==> src/efg_pkg.sv <==
package efg_pkg;

  localparam int NUM_GROUPS     = 8;
  localparam int MAX_TASK_SLOTS = 16;

  localparam int CMD_W   = 2;
  localparam int GRP_W   = 3;
  localparam int FLAG_W  = 32;
  localparam int TASK_W  = 4;
  localparam int COUNT_W = 5;
  localparam int STAT_W  = 2;
  localparam int WOKEN_W = 16;

  typedef logic [CMD_W-1:0]   cmd_t;
  typedef logic [GRP_W-1:0]   grp_t;
  typedef logic [FLAG_W-1:0]  flag_t;
  typedef logic [TASK_W-1:0]  task_idx_t;
  typedef logic [COUNT_W-1:0] count_t;
  typedef logic [STAT_W-1:0]  stat_t;
  typedef logic [WOKEN_W-1:0] woken_t;

  localparam cmd_t CMD_CREATE = 2'd0;
  localparam cmd_t CMD_POST   = 2'd1;
  localparam cmd_t CMD_ACCEPT = 2'd2;
  localparam cmd_t CMD_PEND   = 2'd3;

  localparam stat_t STAT_OK          = 2'd0;
  localparam stat_t STAT_NOT_SET     = 2'd1;
  localparam stat_t STAT_BLOCKED     = 2'd2;
  localparam stat_t STAT_NOT_ENABLED = 2'd3;

  // Operations of the shared flag logic unit
  typedef enum logic [1:0] {
    OP_TEST = 2'd0,
    OP_OR   = 2'd1,
    OP_CLR  = 2'd2
  } unit_op_t;

  // Requests from the sequencer to the task wait cells
  typedef struct packed {
    logic      release_grp;
    logic      mark;
    grp_t      grp;
    task_idx_t task_req;
  } task_ctrl_t;

endpackage

==> src/event_flag_group_unit.sv <==
// Event-flag unit with eight flag groups and sixteen task wait cells. A command is
// taken when start is high and busy is low; its one result appears on the out_
// ports for a single cycle, marked by out_valid, and must be captured then, as
// the unit cannot be held off. Every step of a command goes through one shared
// 32-bit flag logic unit (test, set, clear), once per cycle. The result strobe
// follows the check step for create and for commands rejected for unenabled bits,
// the exec step for post, accept and pend, and a further clear step for a
// consuming success. busy drops in the cycle the result is shown, so the next
// command may be issued then. A post releases in parallel every task that waits
// on the posted group below task_count. task_count is to be written through cfg_
// only while the unit is idle, not enforced by the unit; cfg_ready is always high.
module event_flag_group_unit (
  input  logic                   clk,
  input  logic                   rst_n,
  input  logic                   start,
  output logic                   busy,
  input  efg_pkg::cmd_t          in_command,
  input  efg_pkg::grp_t          in_flag_group,
  input  efg_pkg::flag_t         in_mask,
  input  logic                   in_consume,
  input  efg_pkg::task_idx_t     in_task_req,
  output logic                   out_valid,
  output efg_pkg::stat_t         out_status,
  output efg_pkg::flag_t         out_flags_now,
  output efg_pkg::woken_t        out_woken_tasks,
  input  logic                   cfg_valid,
  output logic                   cfg_ready,
  input  efg_pkg::count_t        cfg_task_count
);
  import efg_pkg::*;

  typedef enum logic [3:0] {
    ST_IDLE  = 4'b0001,
    ST_CHECK = 4'b0010,
    ST_EXEC  = 4'b0100,
    ST_CLEAR = 4'b1000
  } state_t;

  state_t     state_r, state_nxt;
  count_t     task_count_r;
  flag_t      enable_r [NUM_GROUPS];
  flag_t      value_r  [NUM_GROUPS];

  cmd_t       cmd_r;
  grp_t       grp_r;
  flag_t      mask_r;
  logic       consume_r;
  task_idx_t  task_req_r;

  logic       out_valid_r, out_valid_nxt;
  stat_t      status_r, status_nxt;
  flag_t      flags_r, flags_nxt;
  woken_t     woken_r, woken_nxt;

  logic       en_we, val_we;
  flag_t      en_wdata, val_wdata;
  flag_t      en_sel, val_sel;
  logic       grp_in_range;

  unit_op_t   unit_op;
  flag_t      unit_a, unit_res;
  logic       unit_all_set;

  task_ctrl_t task_ctrl;
  woken_t     cell_woken;
  logic       accept;

  assign accept       = start && !busy;
  assign busy         = (state_r != ST_IDLE);
  assign cfg_ready    = 1'b1;
  assign en_sel       = enable_r[grp_r];
  assign val_sel      = value_r[grp_r];
  assign grp_in_range = ({1'b0, grp_r} < (GRP_W + 1)'(NUM_GROUPS));

  efg_logic_unit u_logic (
    .op      (unit_op),
    .a       (unit_a),
    .b       (mask_r),
    .res     (unit_res),
    .all_set (unit_all_set)
  );

  efg_task_cells u_cells (
    .clk        (clk),
    .rst_n      (rst_n),
    .ctrl       (task_ctrl),
    .task_count (task_count_r),
    .woken      (cell_woken)
  );

  always_comb begin
    state_nxt     = state_r;
    out_valid_nxt = 1'b0;
    status_nxt    = STAT_OK;
    flags_nxt     = '0;
    woken_nxt     = '0;
    en_we         = 1'b0;
    val_we        = 1'b0;
    en_wdata      = mask_r;
    val_wdata     = unit_res;
    unit_op       = OP_TEST;
    unit_a        = val_sel;
    task_ctrl     = '{release_grp: 1'b0, mark: 1'b0, grp: grp_r, task_req: task_req_r};

    unique case (state_r)
      ST_IDLE: begin
        if (start) begin
          state_nxt = ST_CHECK;
        end
      end

      ST_CHECK: begin
        unit_a = en_sel;
        priority if (!grp_in_range) begin
          state_nxt     = ST_IDLE;
          out_valid_nxt = 1'b1;
          status_nxt    = STAT_NOT_ENABLED;
        end else if (cmd_r == CMD_CREATE) begin
          en_we         = 1'b1;
          val_we        = 1'b1;
          val_wdata     = '0;
          state_nxt     = ST_IDLE;
          out_valid_nxt = 1'b1;
        end else if (!unit_all_set) begin
          state_nxt     = ST_IDLE;
          out_valid_nxt = 1'b1;
          status_nxt    = STAT_NOT_ENABLED;
          flags_nxt     = val_sel;
        end else begin
          state_nxt = ST_EXEC;
        end
      end

      ST_EXEC: begin
        if (cmd_r == CMD_POST) begin
          unit_op               = OP_OR;
          val_we                = 1'b1;
          task_ctrl.release_grp = 1'b1;
          state_nxt             = ST_IDLE;
          out_valid_nxt         = 1'b1;
          flags_nxt             = unit_res;
          woken_nxt             = cell_woken;
        end else begin
          priority if (unit_all_set && consume_r) begin
            state_nxt = ST_CLEAR;
          end else if (unit_all_set) begin
            state_nxt     = ST_IDLE;
            out_valid_nxt = 1'b1;
            flags_nxt     = val_sel;
          end else if (cmd_r == CMD_ACCEPT) begin
            state_nxt     = ST_IDLE;
            out_valid_nxt = 1'b1;
            status_nxt    = STAT_NOT_SET;
            flags_nxt     = val_sel;
          end else begin
            // Pend failed: park the requesting task on this group
            task_ctrl.mark = 1'b1;
            state_nxt      = ST_IDLE;
            out_valid_nxt  = 1'b1;
            status_nxt     = STAT_BLOCKED;
            flags_nxt      = val_sel;
          end
        end
      end

      ST_CLEAR: begin
        unit_op       = OP_CLR;
        val_we        = 1'b1;
        state_nxt     = ST_IDLE;
        out_valid_nxt = 1'b1;
        flags_nxt     = unit_res;
      end

      default: begin
        state_nxt = ST_IDLE;
      end
    endcase
  end

  always_ff @(posedge clk) begin
    if (!rst_n) begin
      state_r      <= ST_IDLE;
      out_valid_r  <= 1'b0;
      task_count_r <= '0;
      for (int i = 0; i < NUM_GROUPS; i++) begin
        enable_r[i] <= '0;
        value_r[i]  <= '0;
      end
    end else begin
      state_r     <= state_nxt;
      out_valid_r <= out_valid_nxt;
      if (cfg_valid && cfg_ready) begin
        task_count_r <= cfg_task_count;
      end
      if (en_we) begin
        enable_r[grp_r] <= en_wdata;
      end
      if (val_we) begin
        value_r[grp_r] <= val_wdata;
      end
    end
  end

  // Hold the transaction fields and the result payload
  always_ff @(posedge clk) begin
    if (accept) begin
      cmd_r      <= in_command;
      grp_r      <= in_flag_group;
      mask_r     <= in_mask;
      consume_r  <= in_consume;
      task_req_r <= in_task_req;
    end
    if (out_valid_nxt) begin
      status_r <= status_nxt;
      flags_r  <= flags_nxt;
      woken_r  <= woken_nxt;
    end
  end

  assign out_valid       = out_valid_r;
  assign out_status      = status_r;
  assign out_flags_now   = flags_r;
  assign out_woken_tasks = woken_r;

endmodule

==> src/efg_logic_unit.sv <==
module efg_logic_unit (
  input  efg_pkg::unit_op_t op,
  input  efg_pkg::flag_t    a,
  input  efg_pkg::flag_t    b,
  output efg_pkg::flag_t    res,
  output logic              all_set
);
  import efg_pkg::*;

  flag_t masked;

  assign masked  = a & b;
  assign all_set = (masked == b);

  always_comb begin
    unique case (op)
      OP_TEST: res = masked;
      OP_OR:   res = a | b;
      OP_CLR:  res = a & ~b;
      default: res = masked;
    endcase
  end

endmodule

==> src/efg_task_cells.sv <==
module efg_task_cells (
  input  logic                clk,
  input  logic                rst_n,
  input  efg_pkg::task_ctrl_t ctrl,
  input  efg_pkg::count_t     task_count,
  output efg_pkg::woken_t     woken
);
  import efg_pkg::*;

  localparam int IDX_W = $clog2(MAX_TASK_SLOTS + 1);

  logic [MAX_TASK_SLOTS-1:0] blocked_r;
  logic [MAX_TASK_SLOTS-1:0] wait_valid_r;
  grp_t                      wait_grp_r [MAX_TASK_SLOTS];
  logic [MAX_TASK_SLOTS-1:0] hit;
  logic                      mark_ok;

  // A cell releases when it sits below the scan limit and waits on the posted group
  always_comb begin
    for (int i = 0; i < MAX_TASK_SLOTS; i++) begin
      hit[i] = ctrl.release_grp && wait_valid_r[i] && (wait_grp_r[i] == ctrl.grp)
               && (IDX_W'(i) < IDX_W'(task_count));
    end
  end

  always_comb begin
    woken = '0;
    for (int i = 0; i < MAX_TASK_SLOTS; i++) begin
      if (i < WOKEN_W) begin
        woken[i] = hit[i] && blocked_r[i];
      end
    end
  end

  assign mark_ok = ctrl.mark && ({1'b0, ctrl.task_req} < (TASK_W + 1)'(MAX_TASK_SLOTS));

  always_ff @(posedge clk) begin
    if (!rst_n) begin
      blocked_r    <= '0;
      wait_valid_r <= '0;
      for (int i = 0; i < MAX_TASK_SLOTS; i++) begin
        wait_grp_r[i] <= '0;
      end
    end else begin
      for (int i = 0; i < MAX_TASK_SLOTS; i++) begin
        if (hit[i]) begin
          blocked_r[i] <= 1'b0;
        end
      end
      if (mark_ok) begin
        blocked_r[ctrl.task_req]    <= 1'b1;
        wait_valid_r[ctrl.task_req] <= 1'b1;
        wait_grp_r[ctrl.task_req]   <= ctrl.grp;
      end
    end
  end

endmodule
==> config.mk <==
export PLATFORM = sky130hd
export DESIGN_NAME = event_flag_group_unit
export DESIGN_NICKNAME = d
export VERILOG_FILES = /design/src/efg_pkg.sv /design/src/event_flag_group_unit.sv /design/src/efg_logic_unit.sv /design/src/efg_task_cells.sv
export SDC_FILE = /design/constraint.sdc
export NUM_CORES = 1
export LEC_CHECK = 0
export BUFFER_PORTS_ARGS = -buffer_cell sky130_fd_sc_hd__buf_2
export CAP_MARGIN = 20
export CORE_MARGIN = 3
export CORE_UTILIZATION = 65
export CTS_BUF_LIST = sky130_fd_sc_hd__clkbuf_8
export CTS_CLUSTER_DIAMETER = 200
export DETAILED_ROUTE_END_ITERATION = 12
export PLACE_DENSITY = 0.84
export SLEW_MARGIN = 20
export SYNTH_ARGS = -nofsm -noshare
export SYNTH_HDL_FRONTEND = slang
export SYNTH_SLANG_ARGS = --single-unit
==> constraint.sdc <==
create_clock -name clk -period 17.45 [get_ports clk]
set_input_delay 1.745 -clock clk [delete_from_list [all_inputs] [get_ports clk]]
set_output_delay 1.745 -clock clk [all_outputs]
set_load 0.01 [all_outputs]
==> results.txt, run 1 <==
Outcome - completed
Max stage delay on crit path - 0.71 ns
Warnings from Yosys - 0
Post-route ant nets - 0
CTS tree - done
CP max-delay cell - dfxtp_4
Ys async rst share - 0%
Port buffer count - 102
XOR/XNOR share of the synthesized area - 1.32%
Core Region - 48000 sq um
Crit end category - flop
Most Crowded Layer GR - met2
Total congestion overflow - 0
RSZ-0062 raised after global routing - false
Fin crit period - 5.55 ns
Main combinational cell family by area after synthesis - simple AND/OR/NAND/NOR gates
Critical Path RT - 17.80 ns
Die area - 51700 sq um
M3 GR Usage - 11.1%
Critical path class - flop to flop
Die width - 227 um
Synth Area in Compound Gates - 6.61%
Buffers & Inverters on Critical Path - 3
Via density - 6.91
Most frequent cells in the layout - edfxtp_1 (652), nor2_1 (366), nor3_1 (206)
Layout Nets - 2543
Share of cells above drive strength 1 - 17.7%
# fillers - 2985
Top_reg_cell synth - edfxtp_1
Vias after detailed routing - 22100
Post-synthesis sequential area ratio - 64.3%
Placed inst area - 32600 sq um
Pins Over Slew Limit - 0
Simple-gate area share of the yosys netlist - 12.7%
Post-Synth Adder-Cell Area - 0.0785%
CTS sink count - 697
Commonest non-fill, non-tap cell in the layout - edfxtp_1
Worst path most repeated cell - buf_4
# H-tree levels - 3
Mux contribution to synthesized area - 10.8%
Library cells used by synthesis - 74
Setup slack, reg-to-reg - 11.90 ns
VDD IR max - 0.0000657 V
First-pass DRT Iterations - 8
Clk root buf - clkbuf_8
Reg area - 20500 sq um
CTS max path bufs - 3
Initial antenna violation count - 3
CP Cell Sequence - buf_12 -> mux4_1 -> mux2_2 -> mux2i_1 -> a22oi_1 -> nand4_1 -> or4_1 -> nor3_4 -> buf_4 -> a22oi_2 -> buf_4
Clock skew - 0.0429 ns
Ports - 104
Post-synth EDFFs - 652
CP delay by family, top - buffers and inverters
Leak - 11.8 nW
Finish-stage setup viols - 0
PD cells - 105 nW/um^2
Area Growth Syn to Fin - 8.80%
Setup slack after layout - 11.90 ns
First-pass GRT wire length - 129000 um
Starting Density - 66.3%
Number of global-route vias before repair - 21600
Place WS - 11.98 ns
Total CTS buffers - 109
DPL Wire Length - 52200 um
GPL Wtd Cong - 0.965
Clk Latency, worst-skew pair - 0.75 ns
Max_slew headroom - 28.6%
Worst Hold Class - flop to flop
GR Util met2 - 50.3%
# hold bufs at CTS - 0
Routed wire length - 86300 um
WP data arrival - 5.90 ns
CTS clk-pin slew, worst paths - 0.06 ns
# Post-CTS Setup Buffers - 0
Initial DRC count - 3595
Largest net degree at the start of global routing - 126
Rows - 80
Setup TNS - 0 ns
Synthesized flop and latch total - 697
Final hold slack - 0.450 ns
Routed length per placed instance - 27.0 um
Post-Syn Instances - 2452
Post-CTS sizing - 0
Final Cell Area - 34700 sq um
Crit Path Max Fanout - 125
Max Freq - 0.180 GHz
Least-Margin Pin Slew - 1.07 ns
Die H - 227 um
Synth Net Count - 2505
Core Util, Final - 72.2%
GR Util All Layers - 33.5%
Endpoints failing hold - 0
Syn_area_per_cell - 13.0 sq um
GRT met1 Usage - 45.4%
# DRC - 0
Part of the cycle the worst path needs - 31.8%
Element type at the critical path start - flop
Multi-input logic area - 10200 sq um
Post-Syn Area - 31900 sq um
Max-cap violation count - 0
## synthesized netlist by cell type (12+ instances only)
master / instances / area share, %
a21oi_1: 63 / 0.99
a22oi_1: 35 / 0.82
buf_2: 22 / 0.35
buf_4: 14 / 0.33
clkbuf_1: 165 / 1.9
clkinv_1: 14 / 0.16
dfxtp_1: 45 / 2.8
edfxtp_1: 652 / 61
inv_1: 40 / 0.47
mux2_2: 30 / 1.1
mux2i_1: 104 / 3.3
mux4_2: 85 / 6.0
nand2_1: 150 / 1.8
nand2b_1: 12 / 0.24
nand3_1: 16 / 0.25
nand4_1: 16 / 0.31
nor2_1: 367 / 4.3
nor3_1: 207 / 3.3
nor4_1: 71 / 1.4
o21ai_0: 65 / 1.0
o21ai_1: 20 / 0.31
o31ai_1: 17 / 0.40
o41ai_1: 30 / 0.82
xnor2_1: 38 / 1.0
## final cells by class
class	count	area share [%]
antenna	2	0.0144
sequential	697	59.1
clock buffer	124	4.92
timing repair buffer	158	2.74
multi-input combinational	1470	29.4
tap	615	2.22
inverter	54	0.585
clock inverter	73	1.01
## metrics by stage
stage	total power [W]	instances
floorplan	0.00223	2452
detailed placement	0.00236	2993
global route	0.00373	3192
finish	0.00363	3193
global placement	0.00234	2992
CTS	0.00362	3190
## cells by family after synthesis
group,Yosys count
AOI/OAI and AO/OA,308
xor gates and xnor gates,48
DFF,697
and+or+nand+nor,886
muxes,225
buffers and inverters,285
adders and majority gates,2
other,1
## layer usage
layer / part of all wire (%) / up-vias
met5: 0.032 / -
met4: 4.3 / 4
met3: 14 / 287
met2: 46 / 1802
met1: 35 / 10600
li1: - / 9329
## registers in the layout (all words and copies together) (netlist names), 3 cells and up, named ones only
name and cells:
u_cells.blocked_r 16, state_r 4, task_count_r 5, value_r 256, enable_r 256, out_woken_tasks 16, task_req_r 4, u_cells.wait_valid_r 16
out_flags_now 32, u_cells.wait_grp_r 48, grp_r 3, en_wdata 32
## report_power, final
part | internal, W | switching [W]
combinational | 0.000138 | 0.000274
clock | 0.000663 | 0.000634
sequential | 0.00188 | 0.0000423
## worst reg2reg max path, stage by stage (launching register included)
cell and delay, ns:
dfxtp_4 0.71, buf_12 0.71, mux4_1 0.91, mux2_2 0.35
mux2i_1 0.35, a22oi_1 0.11, nand4_1 0.12, or4_1 0.46
nor3_4 0.08, buf_4 0.29, a22oi_2 0.54, buf_4 0.52
## final timing paths
path                          from               endpoint  depth (start not counted)
min          u_cells.blocked_r[10]  u_cells.blocked_r[10]                          2
min reg2reg  u_cells.blocked_r[10]  u_cells.blocked_r[10]                          2
max reg2reg                   flop      out_flags_now[27]                         11
max                           flop      out_flags_now[27]                         11
No activity file was read; power rests on OpenSTA's default activity.
==> inputs of run 2 (changes only) <==
- clock period: 17.45 -> 5.5 ns (I/O delays scaled with it)
==> results.txt, run 2 (synthesis results as in run 1) <==
Outcome - completed
Element type at the critical path start - flop
Endpoints failing hold - 0
Area Growth Syn to Fin - 10.5%
Layout Nets - 2600
Core Util, Final - 73.3%
WP data arrival - 5.22 ns
Part of the cycle the worst path needs - 88.3%
CTS max path bufs - 3
Die width - 227 um
PD cells - 328 nW/um^2
Largest regs - enable_r: 256 flops, value_r: 256 flops, u_cells.wait_grp_r: 48 flops
First-pass GRT wire length - 134000 um
Share of cells above drive strength 1 - 17.6%
Vias after detailed routing - 22600
Max Freq - 0.206 GHz
Routed length per placed instance - 27.8 um
DPL Wire Length - 54600 um
Finish-stage setup viols - 0
# H-tree levels - 3
Initial DRC count - 3609
Largest net degree at the start of global routing - 77
GPL Wtd Cong - 0.949
Crit Path Max Fanout - 35
Commonest non-fill, non-tap cell in the layout - edfxtp_1
Rows - 80
CTS tree - done
VDD IR max - 0.000207 V
Clk root buf - clkbuf_8
Critical path class - flop to flop
Fin crit period - 4.86 ns
Starting Density - 66.3%
CTS clk-pin slew, worst paths - 0.06 ns
Post-route ant nets - 0
CP Cell Sequence - and2_1 -> a22oi_1 -> a21oi_1 -> a21oi_1 -> o221ai_1 -> or4_1 -> o2111ai_2 -> o21ai_0
Place WS - 0.850 ns
Port buffer count - 102
Leak - 12.1 nW
Via density - 6.96
Die H - 227 um
RSZ-0062 raised after global routing - false
# DRC - 0
Clock skew - 0.0511 ns
Number of global-route vias before repair - 22200
Most frequent cells in the layout - edfxtp_1 (652), nor2_1 (367), nor3_1 (206)
First-pass DRT Iterations - 6
Total congestion overflow - 0
Clk Latency, worst-skew pair - 0.74 ns
Max-cap violation count - 0
Core Region - 48000 sq um
Max stage delay on crit path - 0.96 ns
Ports - 104
Critical Path RT - 5.86 ns
Total CTS buffers - 106
Setup TNS - 0 ns
Initial antenna violation count - 3
Pins Over Slew Limit - 0
Buffers & Inverters on Critical Path - 0
CP delay by family, top - compound AO/OA/AOI/OAI gates
Max_slew headroom - 27.5%
GR Util All Layers - 35.1%
CP max-delay cell - and2_1
Crit end category - flop
CTS sink count - 697
Setup slack after layout - 0.644 ns
Routed wire length - 90300 um
Die area - 51700 sq um
Least-Margin Pin Slew - 1.09 ns
Worst path most repeated cell - a21oi_1
Worst Hold Class - input port to flop
[run 2: routing by layer]
| metal | global-route usage [%] | vias up | wire length (um) |
|---|---|---|---|
| met3 | 10.0 | 369 | 12300 |
| li1 | - | 9445 | - |
| met5 | 0 | - | 27 |
| met4 | 16.7 | 4 | 4540 |
| met2 | 54.7 | 1896 | 42000 |
| met1 | 46.2 | 10900 | 31400 |
[run 2: layout make-up]
cell class | count | area, sq um
inverters | 54 | 203
clock buffers | 110 | 1510
fillers | 2930 | 12800
well taps | 615 | 769
clock inverters | 83 | 475
multi-input cells | 1470 | 10200
flip-flops and latches | 697 | 20500
repair buffers | 218 | 1550
diodes | 2 | 5.00
[run 2: through the flow]
step           power, W  hold WS [ns]  std cells  cell area, sq um
3_5_place_dp    0.00753         0.442       3016             32800
2_1_floorplan   0.00707         0.425       2452             31900
6_report         0.0116        0.0443       3249             35200
3_3_place_gp    0.00748         0.433       3016             32800
5_1_grt          0.0119        0.0127       3247             35200
4_1_cts          0.0115       0.00270       3247             35200
[run 2: where the power goes]
group | internal, W | total [W] | switching [W]
logic | 0.000478 | 0.00138 | 0.000906
registers | 0.00597 | 0.00611 | 0.000143
clock network | 0.00205 | 0.00406 | 0.00201
total | 0.00850 | 0.0116 | 0.00306
[run 2: path summary, 6_finish.rpt]
path | cells after the start | slack (ns) | endpoint | start
setup reg to reg | 8 | 0.64 | u_cells.wait_grp_r[5][2] | flop
hold reg to reg | 2 | 0.45 | u_cells.blocked_r[13] | u_cells.blocked_r[13]
hold / removal | 1 | 0.04 | cmd_r[0] | in_command[0]
setup / recovery | 8 | 0.64 | u_cells.wait_grp_r[5][2] | flop
[run 2: what timing repair did]
action / CTS / global route
buffers inserted: 0 / 0
endpoints found under the hold margin: 38 / 0
resized for setup: 0 / 0
hold buffers: 38 / 0
